===== src/ddd_pkg.sv =====
`default_nettype none

package ddd_pkg;

  localparam int unsigned YearW  = 14;
  localparam int unsigned MonthW = 4;
  localparam int unsigned DayW   = 5;
  localparam int unsigned CountW = 23;
  // Day numbers and stage-5 magnitudes both fit in the count width
  localparam int unsigned DnW    = 23;

  localparam logic [CountW-1:0] CountLimit = 23'd3652060;

  localparam logic [MonthW-1:0] MonthFeb = 4'd2;

  typedef struct packed {
    logic [YearW-1:0]  first_year;
    logic [MonthW-1:0] first_month;
    logic [DayW-1:0]   first_day;
    logic [YearW-1:0]  second_year;
    logic [MonthW-1:0] second_month;
    logic [DayW-1:0]   second_day;
    logic              include_end_day;
  } in_t;

  typedef struct packed {
    logic signed [CountW-1:0] day_count;
    logic                     date_invalid;
  } out_t;

  // Length of a month in a common year; zero marks a month code out of range
  function automatic logic [DayW-1:0] month_len(input logic [MonthW-1:0] m);
    logic [DayW-1:0] len;
    case (m)
      4'd1:    len = 5'd31;
      4'd2:    len = 5'd28;
      4'd3:    len = 5'd31;
      4'd4:    len = 5'd30;
      4'd5:    len = 5'd31;
      4'd6:    len = 5'd30;
      4'd7:    len = 5'd31;
      4'd8:    len = 5'd31;
      4'd9:    len = 5'd30;
      4'd10:   len = 5'd31;
      4'd11:   len = 5'd30;
      4'd12:   len = 5'd31;
      default: len = 5'd0;
    endcase
    return len;
  endfunction

  // Days before the first of the month in a year that starts on 1 March
  function automatic logic [8:0] month_offset(input logic [MonthW-1:0] m);
    logic [8:0] off;
    case (m)
      4'd3:    off = 9'd0;
      4'd4:    off = 9'd31;
      4'd5:    off = 9'd61;
      4'd6:    off = 9'd92;
      4'd7:    off = 9'd122;
      4'd8:    off = 9'd153;
      4'd9:    off = 9'd184;
      4'd10:   off = 9'd214;
      4'd11:   off = 9'd245;
      4'd12:   off = 9'd275;
      4'd1:    off = 9'd306;
      4'd2:    off = 9'd337;
      default: off = 9'd0;
    endcase
    return off;
  endfunction

endpackage

`default_nettype wire


===== src/ddd_day_number.sv =====
`default_nettype none

// Four-stage conversion of one date to an absolute day number, plus date check.
module ddd_day_number (
  input  wire logic                        clk_i,
  input  wire logic [3:0]                  en_i,
  input  wire logic [ddd_pkg::YearW-1:0]   year_i,
  input  wire logic [ddd_pkg::MonthW-1:0]  month_i,
  input  wire logic [ddd_pkg::DayW-1:0]    day_i,
  output logic      [ddd_pkg::DnW-1:0]     dn_o,
  output logic                             ok_o
);

  // Stage 1: reciprocal multiplies for /100 on the year and /400 on the shifted year
  logic [14:0] yy;
  logic [27:0] p100;
  logic [28:0] pera;

  logic [ddd_pkg::YearW-1:0]  y1_q;
  logic [ddd_pkg::MonthW-1:0] m1_q;
  logic [ddd_pkg::DayW-1:0]   d1_q;
  logic [14:0]                yy1_q;
  logic [7:0]                 q100_1_q;
  logic [5:0]                 era1_q;
  logic [8:0]                 doy1_q;

  always_comb begin
    yy   = 15'(year_i) + 15'd400 - ((month_i <= ddd_pkg::MonthFeb) ? 15'd1 : 15'd0);
    p100 = 28'(year_i) * 28'd10486;
    pera = 29'(yy) * 29'd20972;
  end

  always_ff @(posedge clk_i) begin
    if (en_i[0]) begin
      y1_q     <= year_i;
      m1_q     <= month_i;
      d1_q     <= day_i;
      yy1_q    <= yy;
      q100_1_q <= p100[27:20];
      era1_q   <= pera[28:23];
      doy1_q   <= ddd_pkg::month_offset(month_i) + 9'(day_i) - 9'd1;
    end
  end

  // Stage 2: leap year, date check, year of era
  logic [6:0]                r100;
  logic                      leap;
  logic [ddd_pkg::DayW-1:0]  len;
  logic [14:0]               yoe_w;

  logic       ok2_q;
  logic [8:0] yoe2_q;
  logic [5:0] era2_q;
  logic [8:0] doy2_q;

  always_comb begin
    r100  = 7'(15'(y1_q) - 15'(q100_1_q) * 15'd100);
    leap  = ((y1_q[1:0] == 2'd0) && (r100 != 7'd0)) ||
            ((r100 == 7'd0) && (q100_1_q[1:0] == 2'd0));
    len   = ((m1_q == ddd_pkg::MonthFeb) && leap) ? 5'd29 : ddd_pkg::month_len(m1_q);
    yoe_w = yy1_q - 15'(era1_q) * 15'd400;
  end

  always_ff @(posedge clk_i) begin
    if (en_i[1]) begin
      ok2_q  <= (len != 5'd0) && (d1_q != 5'd0) && (d1_q <= len);
      yoe2_q <= yoe_w[8:0];
      era2_q <= era1_q;
      doy2_q <= doy1_q;
    end
  end

  // Stage 3: era days and day of era
  logic [13:0] p_yoe41;
  logic [17:0] doe;

  logic                      ok3_q;
  logic [ddd_pkg::DnW-1:0]   eday3_q;
  logic [17:0]               doe3_q;

  always_comb begin
    p_yoe41 = 14'(yoe2_q) * 14'd41;
    doe     = 18'(yoe2_q) * 18'd365 + 18'(yoe2_q[8:2]) - 18'(p_yoe41[13:12])
              + 18'(doy2_q);
  end

  always_ff @(posedge clk_i) begin
    if (en_i[2]) begin
      ok3_q   <= ok2_q;
      eday3_q <= ddd_pkg::DnW'(era2_q) * ddd_pkg::DnW'(146097);
      doe3_q  <= doe;
    end
  end

  // Stage 4: day number
  always_ff @(posedge clk_i) begin
    if (en_i[3]) begin
      ok_o <= ok3_q;
      dn_o <= eday3_q + ddd_pkg::DnW'(doe3_q);
    end
  end

endmodule

`default_nettype wire


===== src/date_difference_in_days.sv =====
`default_nettype none

// Channel  Direction  Handshake                Payload
// in       input      in_valid_i / in_stall_o  in_data_i  (ddd_pkg::in_t)
// out      output     out_valid_o / out_stall_i out_data_o (ddd_pkg::out_t)
//
// Six register stages: four convert both dates to day numbers in parallel,
// one takes the magnitude, one saturates, signs and holds the result.
// One transfer per cycle sustained while out_stall_i is low.
// Each stage loads when it is empty or the stage after it loads, so bubbles close up.
// Reset clears the valid bits only.
module date_difference_in_days (
  input  wire logic          clk_i,
  input  wire logic          rst_ni,
  input  wire logic          in_valid_i,
  output logic               in_stall_o,
  input  wire ddd_pkg::in_t  in_data_i,
  output logic               out_valid_o,
  input  wire logic          out_stall_i,
  output ddd_pkg::out_t      out_data_o
);

  localparam int unsigned NumStages = 6;

  logic [NumStages-1:0] vld_q;
  logic [NumStages-1:0] en;
  logic [3:0]           inc_q;

  // Load enables, last stage first
  always_comb begin
    en[NumStages-1] = !vld_q[NumStages-1] || !out_stall_i;
    for (int k = NumStages - 2; k >= 0; k--) begin
      en[k] = !vld_q[k] || en[k+1];
    end
  end

  assign in_stall_o  = !en[0];
  assign out_valid_o = vld_q[NumStages-1];

  always_ff @(posedge clk_i or negedge rst_ni) begin
    if (!rst_ni) begin
      vld_q <= '0;
    end else begin
      if (en[0]) vld_q[0] <= in_valid_i;
      for (int k = 1; k < NumStages; k++) begin
        if (en[k]) vld_q[k] <= vld_q[k-1];
      end
    end
  end

  always_ff @(posedge clk_i) begin
    if (en[0]) inc_q[0] <= in_data_i.include_end_day;
    for (int k = 1; k < 4; k++) begin
      if (en[k]) inc_q[k] <= inc_q[k-1];
    end
  end

  logic [ddd_pkg::DnW-1:0] dn_a, dn_b;
  logic                    ok_a, ok_b;

  ddd_day_number u_first (
    .clk_i   (clk_i),
    .en_i    (en[3:0]),
    .year_i  (in_data_i.first_year),
    .month_i (in_data_i.first_month),
    .day_i   (in_data_i.first_day),
    .dn_o    (dn_a),
    .ok_o    (ok_a)
  );

  ddd_day_number u_second (
    .clk_i   (clk_i),
    .en_i    (en[3:0]),
    .year_i  (in_data_i.second_year),
    .month_i (in_data_i.second_month),
    .day_i   (in_data_i.second_day),
    .dn_o    (dn_b),
    .ok_o    (ok_b)
  );

  // Stage 5: magnitude of the difference plus the end day
  logic [ddd_pkg::DnW-1:0] mag5_q;
  logic                    neg5_q;
  logic                    ok5_q;

  always_ff @(posedge clk_i) begin
    if (en[4]) begin
      neg5_q <= dn_a > dn_b;
      ok5_q  <= ok_a && ok_b;
      mag5_q <= ((dn_a > dn_b) ? (dn_a - dn_b) : (dn_b - dn_a))
                + ddd_pkg::DnW'(inc_q[3]);
    end
  end

  // Stage 6: saturate, sign, flag invalid dates
  logic [ddd_pkg::CountW-1:0] sat;

  always_comb begin
    sat = (mag5_q > ddd_pkg::CountLimit) ? ddd_pkg::CountLimit
                                         : ddd_pkg::CountW'(mag5_q);
  end

  always_ff @(posedge clk_i) begin
    if (en[5]) begin
      out_data_o.date_invalid <= !ok5_q;
      if (!ok5_q) begin
        out_data_o.day_count <= '0;
      end else if (neg5_q) begin
        out_data_o.day_count <= -$signed(sat);
      end else begin
        out_data_o.day_count <= $signed(sat);
      end
    end
  end

  a_invalid_zero : assert property (@(posedge clk_i) disable iff (!rst_ni)
    out_valid_o && out_data_o.date_invalid |-> out_data_o.day_count == '0)
    else $error("invalid date with non-zero count");

  a_count_range : assert property (@(posedge clk_i) disable iff (!rst_ni)
    out_valid_o |-> (out_data_o.day_count <= $signed(ddd_pkg::CountLimit)) &&
                    (out_data_o.day_count >= -$signed(ddd_pkg::CountLimit)))
    else $error("count beyond limit");

  a_stall_full : assert property (@(posedge clk_i) disable iff (!rst_ni)
    in_stall_o |-> &vld_q)
    else $error("input stalled with a bubble in the pipeline");

  a_stall_hold : assert property (@(posedge clk_i) disable iff (!rst_ni)
    out_valid_o && out_stall_i |=> out_valid_o && $stable(out_data_o))
    else $error("stalled result changed");

endmodule

`default_nettype wire

===== config.mk =====
export PLATFORM = sky130hd
export DESIGN_NAME = date_difference_in_days
export DESIGN_NICKNAME = d
export VERILOG_FILES = /design/src/ddd_pkg.sv /design/src/ddd_day_number.sv /design/src/date_difference_in_days.sv
export SDC_FILE = /design/constraint.sdc
export NUM_CORES = 2
export LEC_CHECK = 0
export ABC_AREA = 1
export BUFFER_PORTS_ARGS = -buffer_cell sky130_fd_sc_hd__buf_2
export CORE_MARGIN = 2
export CORE_UTILIZATION = 57
export DETAILED_ROUTE_END_ITERATION = 8
export PLACE_DENSITY_LB_ADDON = 0.08
export SYNTH_ARGS = -nofsm -noshare
export SYNTH_HDL_FRONTEND = slang
export SYNTH_SLANG_ARGS = --single-unit

===== constraint.sdc =====
create_clock -name clk_i -period 12.11 [get_ports clk_i]
set_input_delay 1.8165 -clock clk_i [delete_from_list [all_inputs] [get_ports clk_i]]
set_output_delay 1.8165 -clock clk_i [all_outputs]
set_load 0.005 [all_outputs]

Word-level counts from Yosys, hierarchy flattened
Memory sizes are Yosys's and may differ from the RTL's. A register that Yosys moved wholly into a read port is not among the register bits.
Index checks and enable logic that the tools add are counted.
- add/subtract/negate cells: 24
- $mul: 14
- $lt $le $gt $ge: 6
- eq/ne operators: 2
- multiplexer cells: 11
- reductions and logical operators: 40
- operators by type and width (kind ; number):
    two-way mux 23 bit ; 3
    multiplier 14 x 13 -> 27 bit, second input constant ; 2
    multiplier 15 x 13 -> 27 bit, second input constant ; 2
    adder 23 x 18 -> 23 bit ; 2
    multiplier 6 x 18 -> 23 bit, second input constant ; 2
    subtractor 23 bit ; 2
    adder 18 x 7 -> 18 bit ; 2
    adder 18 x 9 -> 18 bit ; 2
    multiplier 9 x 9 -> 18 bit, second input constant ; 2
    subtractor 18 x 2 -> 18 bit ; 2
    adder 14 x 9 -> 15 bit, second input constant ; 2
    subtractor 15 x 1 -> 15 bit ; 2
    multiplier 9 x 6 -> 14 bit, second input constant ; 2
    adder 23 x 1 -> 23 bit ; 1
    greater-than comparator 23 x 22 -> 1 bit, second input constant ; 1
    greater-than comparator 23 bit ; 1
    negation 23 bit ; 1
    nonzero test 5 bit ; 4
    adder 9 x 5 -> 9 bit ; 2
    two-way mux 9 bit ; 2
    subtractor 9 x 1 -> 9 bit, second input constant ; 2
    subtractor 9 bit ; 2
    multiplier 8 x 5 -> 5 bit, second input constant ; 2
    logical NOT 7 bit ; 2
    13 further kinds ; 50
- bits in registers: 337
- ROM bits: 448
- bits of input ports: 51
- word-level logic and storage cells: 148
- memories kept: 4
- memories (memory ; depth ; width ; rd ports ; clocked after Yosys merged registers in ; wr ports ; RTL line ; source):
    (name not given) ; 16 ; 9 ; 1 ; 0 ; 0 ; ddd_pkg.sv:55 ; case (m)
    (name not given) ; 16 ; 9 ; 1 ; 0 ; 0 ; ddd_pkg.sv:55 ;
    (name not given) ; 16 ; 5 ; 1 ; 1 ; 0 ; ddd_pkg.sv:34 ; case (m)
    (name not given) ; 16 ; 5 ; 1 ; 1 ; 0 ; ddd_pkg.sv:34 ;

Logic depth before layout (Yosys ltp)
- depth after elaboration: 10
- gate-level depth with buffers: 37
- depth with buffers taken out: 37

Hierarchy
Synthesis repeated with hierarchy kept, for this count alone.
- cell total of the unflattened synthesis: 5462
- area total of the unflattened synthesis: 46062.9 µm²
- by module, submodules not included (module ; instances ; cells each ; area each (µm²)):
    ddd_day_number (u_first) ; 1 ; 2144 ; 19452.4
    ddd_day_number (u_second) ; 1 ; 2163 ; 19449.9
    date_difference_in_days ; 1 ; 1155 ; 7160.6

Least setup slack after synthesis
OpenSTA, ideal clock, no wires.
- path type: in2reg
- from: input out_stall_i
- to: register with a tool-made name
- arrival time: 9843 ps
- data required time: 11965 ps
- slack: 2122 ps
- stages: 13
- path through: nand2_1 nor2_1 inv_1 nor2_1 inv_1 nor2_1 inv_1 nor2_1 nand2_1 clkbuf_1 o21ai_0 o21ai_0 o21ai_0
- RTL lines (item ; RTL line ; source):
    start: declaration ; date_difference_in_days.sv:19 ; input wire logic out_stall_i,

Worst setup path after layout
- from: input in_data_i[6] (netlist name)
- to: register u_second.era1_q[5] (data pin)
- cells in the longest elaborated chain, start to end: 4
- RTL lines (item ; RTL line ; source):
    start: declaration ; date_difference_in_days.sv:17 ; input wire ddd_pkg::in_t in_data_i,
    less-or-equal comparator 4 x 2 -> 1 bit ; ddd_day_number.sv:28 ; yy = 15'(year_i) + 15'd400 - ((month_i <= ddd_pkg::MonthFeb) ? 15'd1 : 15'd0);
    two-way mux 1 bit ; ddd_day_number.sv:28 ;
    subtractor 15 x 1 -> 15 bit ; ddd_day_number.sv:28 ;
    multiplier 15 x 13 -> 27 bit ; ddd_day_number.sv:30 ; pera = 29'(yy) * 29'd20972;
    net u_second.pera[28] ; ddd_day_number.sv:17 ; logic [28:0] pera;
    end signal: assignment ; ddd_day_number.sv:40 ; era1_q <= pera[28:23];
    end: declaration ; ddd_day_number.sv:24 ; logic [5:0] era1_q;
The timed path passes the listed nets, and every way through them passes these cells.
A chain may end at the register's enable or synchronous reset.

==> run summary <==
- 280 µm — vertical extent of the die
- 6042 — net count of the mapped netlist
- 0 — final global-route overflow total
- flop — type of element capturing the critical path
- 5.31 ns — Register-to-Register Setup Slack
- 0.949 — routability congestion estimate
- 0 — post-CTS resize count
- 5 — highest fanout seen on the critical path
- reg2reg — Worst Hold Class
- 0 — number of warning messages in the yosys log
- 1568 — violation count after the first detailed-routing iteration
- 0.07 ns — clock transition at the register clock pins on the worst setup and hold paths after CTS
- 9.07 µm² — Mean Syn Cell Area
- 280 µm — Die X-Extent
- 0 — number of buffers added to fix hold violations after cts
- 6.83% — area delta synth->final
- 8.92 ns — final critical path time including I/O delays and setup
- 0 — number of design rule violations left after detail routing
- 0.58 ns — largest incremental delay on the critical path
- inv_1 — cell repeated most along the worst path
- clkbuf_16 — Clock Tree Root
- 12.41 ns — worst path required time
- 74 — maximum number of pins on one net before global-route repair
- 31200 — vias in the first global route
- 92100 µm — total wirelength of the detailed-routed design
- 30300 — number of vias after detailed routing
- finished clean — result of the run
- 0 — Final Max Slew Viols
- 0 — MaxCap Viol Count
- u_first.doy1_q[3] — launch instance of the worst min-delay path
- 0 — buffer count from post-CTS setup fixing
- 28 — cell count of the worst reg-to-reg path
- 112 MHz — Peak Freq
- 155000 µm — global-route wire length before repair
- 1 — antenna violations before repair
- 0 — Final setup violation count
- 77 — IO Count
- 78200 µm² — die area
- 0 ns — setup tns final
- 6150 — net count reported at finish
- u_first.doe3_q[15] — reg-to-reg endpoint
- 2 — number of levels the H-tree was split into
- 1.11 ns — Worst Tran Pin Value
- 0 — cell count of the worst hold path
- in2reg — critical path start-end classification
- u_first.yoe2_q[3] — launching point of the worst reg2reg path
- 0 — antenna diode count
- 39 — CTS buffer count
- done — CTS tree
- 5.14 — Via-to-Cell Ratio
- 44900 µm² — cell area after placement
- fa_1 — slowest library cell on the worst path
- 57.3% — effective utilization at floorplan
- false — setup repair after global routing missed its margin
- 0 — remaining antenna violation count
- 101 — number of placement rows
- 6636 — filler cell count in the final layout
- 1188 x inv_1, 809 x ha_1, 699 x nand2_1 — most frequent cells in the layout
- 4.66% — share of cells above drive strength 1
- 78300 µm — final HPWL from detailed placement
- 73.7% — final worst path period share
- 15.6 µm — per-cell routed wire length
- 23.2% — sequential area share after synthesis
- 337 — synthesized flop and latch total
- u_first.doy2_q[3] — hold worst-path end
- input pin — kind of start point of the critical path
- 325 — number of enable flip-flop cells after synthesis
- 24.7% — Overall Global Routing Usage
- 3 — CTS max path bufs
- 4776 — post-synthesis instance total
- 0 — final hold violations
- 76 — input/output buffers
- 5 — Initial DRT Pass Iterations
- 46300 µm² — Design Area, Final
- 56 — number of unique standard cell types used by synthesis
- 337 — CTS Sinks
- 43300 µm² — area of the mapped netlist
- 75600 µm² — floorplan core area
- 1.78% — fraction of registers with async set or reset after synthesis
- 0.59 ns — Worst-Skew Late Latency
- 0.0256 ns — worst clock skew
- 9.22 ns — Worst EP arrival
- edfxtp_1 — leading register cell type out of synthesis
- inv_1 — most common cell after layout, fill and taps aside
- 25.3% — worst slew margin relative to its limit
## state kept, by name, indices dropped and copies added, names as in the netlist, 18 cells and up, named ones only
register / count
u_second.doe3_q: 18
u_second.dn_o: 23
u_first.doe3_q: 18
mag5_q: 23
u_first.dn_o: 23
u_second.eday3_q: 23
u_first.eday3_q: 23
out_data_o: 24
## worst max-delay path, delay by kind of cell
| kind | cells | cell delay (ns) |
|---|---|---|
| XOR/XNOR | 3 | 0.71 |
| buffers and inverters | 9 | 0.83 |
| AO/OA/AOI/OAI | 5 | 0.98 |
| AND/OR/NAND/NOR | 10 | 1.14 |
| adder cells (fa/ha/maj) | 10 | 3.74 |
## cell usage after synthesis, drive strengths merged (18+ instances only)
cell type / number / area share [%]
o21bai: 18 / 0.31
nand3: 153 / 1.8
xnor2: 85 / 1.7
ha: 809 / 23
fa: 406 / 19
nor3: 36 / 0.42
o21ai: 153 / 1.8
nand2: 733 / 6.6
xor2: 165 / 3.3
a21oi: 265 / 3.1
nor2: 246 / 2.4
inv: 1194 / 10
edfxtp: 325 / 23
nand4: 37 / 0.53
## final cells by class
class	instances	area (µm²)	share of cell area (%)
inverters	1195	4490	9.71
clock buffers	44	1020	2.20
multi-input cells	3228	28700	62.0
flip-flops and latches	337	10000	21.7
repair buffers	83	433	0.936
clock inverters	27	372	0.803
well taps	978	1220	2.64
## per-layer routing
metal,wire (µm),part of all wire [%],GRT usage [%]
met2,45900,50,44.9
met3,2910,3.2,2.30
met5,13,0.014,0
met4,1830,2.0,5.27
met1,41500,45,32.0
## through the flow
step | hold WS [ns] | worst slack [ns] | util (%) | std cells
2_1_floorplan | 0.400 | 2.12 | - | 4776
3_3_place_gp | 0.401 | 2.60 | 59.4 | 5821
3_5_place_dp | 0.405 | 2.50 | 59.4 | 5821
4_1_cts | 0.412 | 3.10 | 61.2 | 5892
5_1_grt | 0.428 | 2.49 | 61.2 | 5892
6_report | 0.411 | 3.19 | 61.2 | 5892
## worst max-delay path by stage
| stage | from | to | slack [ns] | cells after the start |
|---|---|---|---|---|
| floorplan | out_stall_i | flop | 2.12 | 13 |
| finish | in_data_i[6] | u_second.era1_q[5] | 3.19 | 37 |
| CTS | in_data_i[6] | u_second.era1_q[5] | 3.10 | 37 |
| global placement | in_data_i[6] | u_second.era1_q[5] | 2.60 | 37 |
| detailed placement | in_data_i[6] | u_second.era1_q[5] | 2.50 | 37 |
| global route | in_data_i[6] | u_second.era1_q[5] | 2.49 | 37 |
## kinds of logic (layout without fill, tap and decap cells)
logic type	after synthesis	after routing	share of synthesized area, %
XOR/XNOR	251	251	5.11
flip-flops	337	337	23.2
adder cells (fa/ha/maj)	1215	1215	42.1
AND/OR/NAND/NOR	1239	1239	12.3
buffers and inverters	1211	1349	10.6
AO/OA/AOI/OAI	523	523	6.69
Power is not shown: default switching activity piles up to over one toggle a cycle in this logic, so the estimate is an artifact.
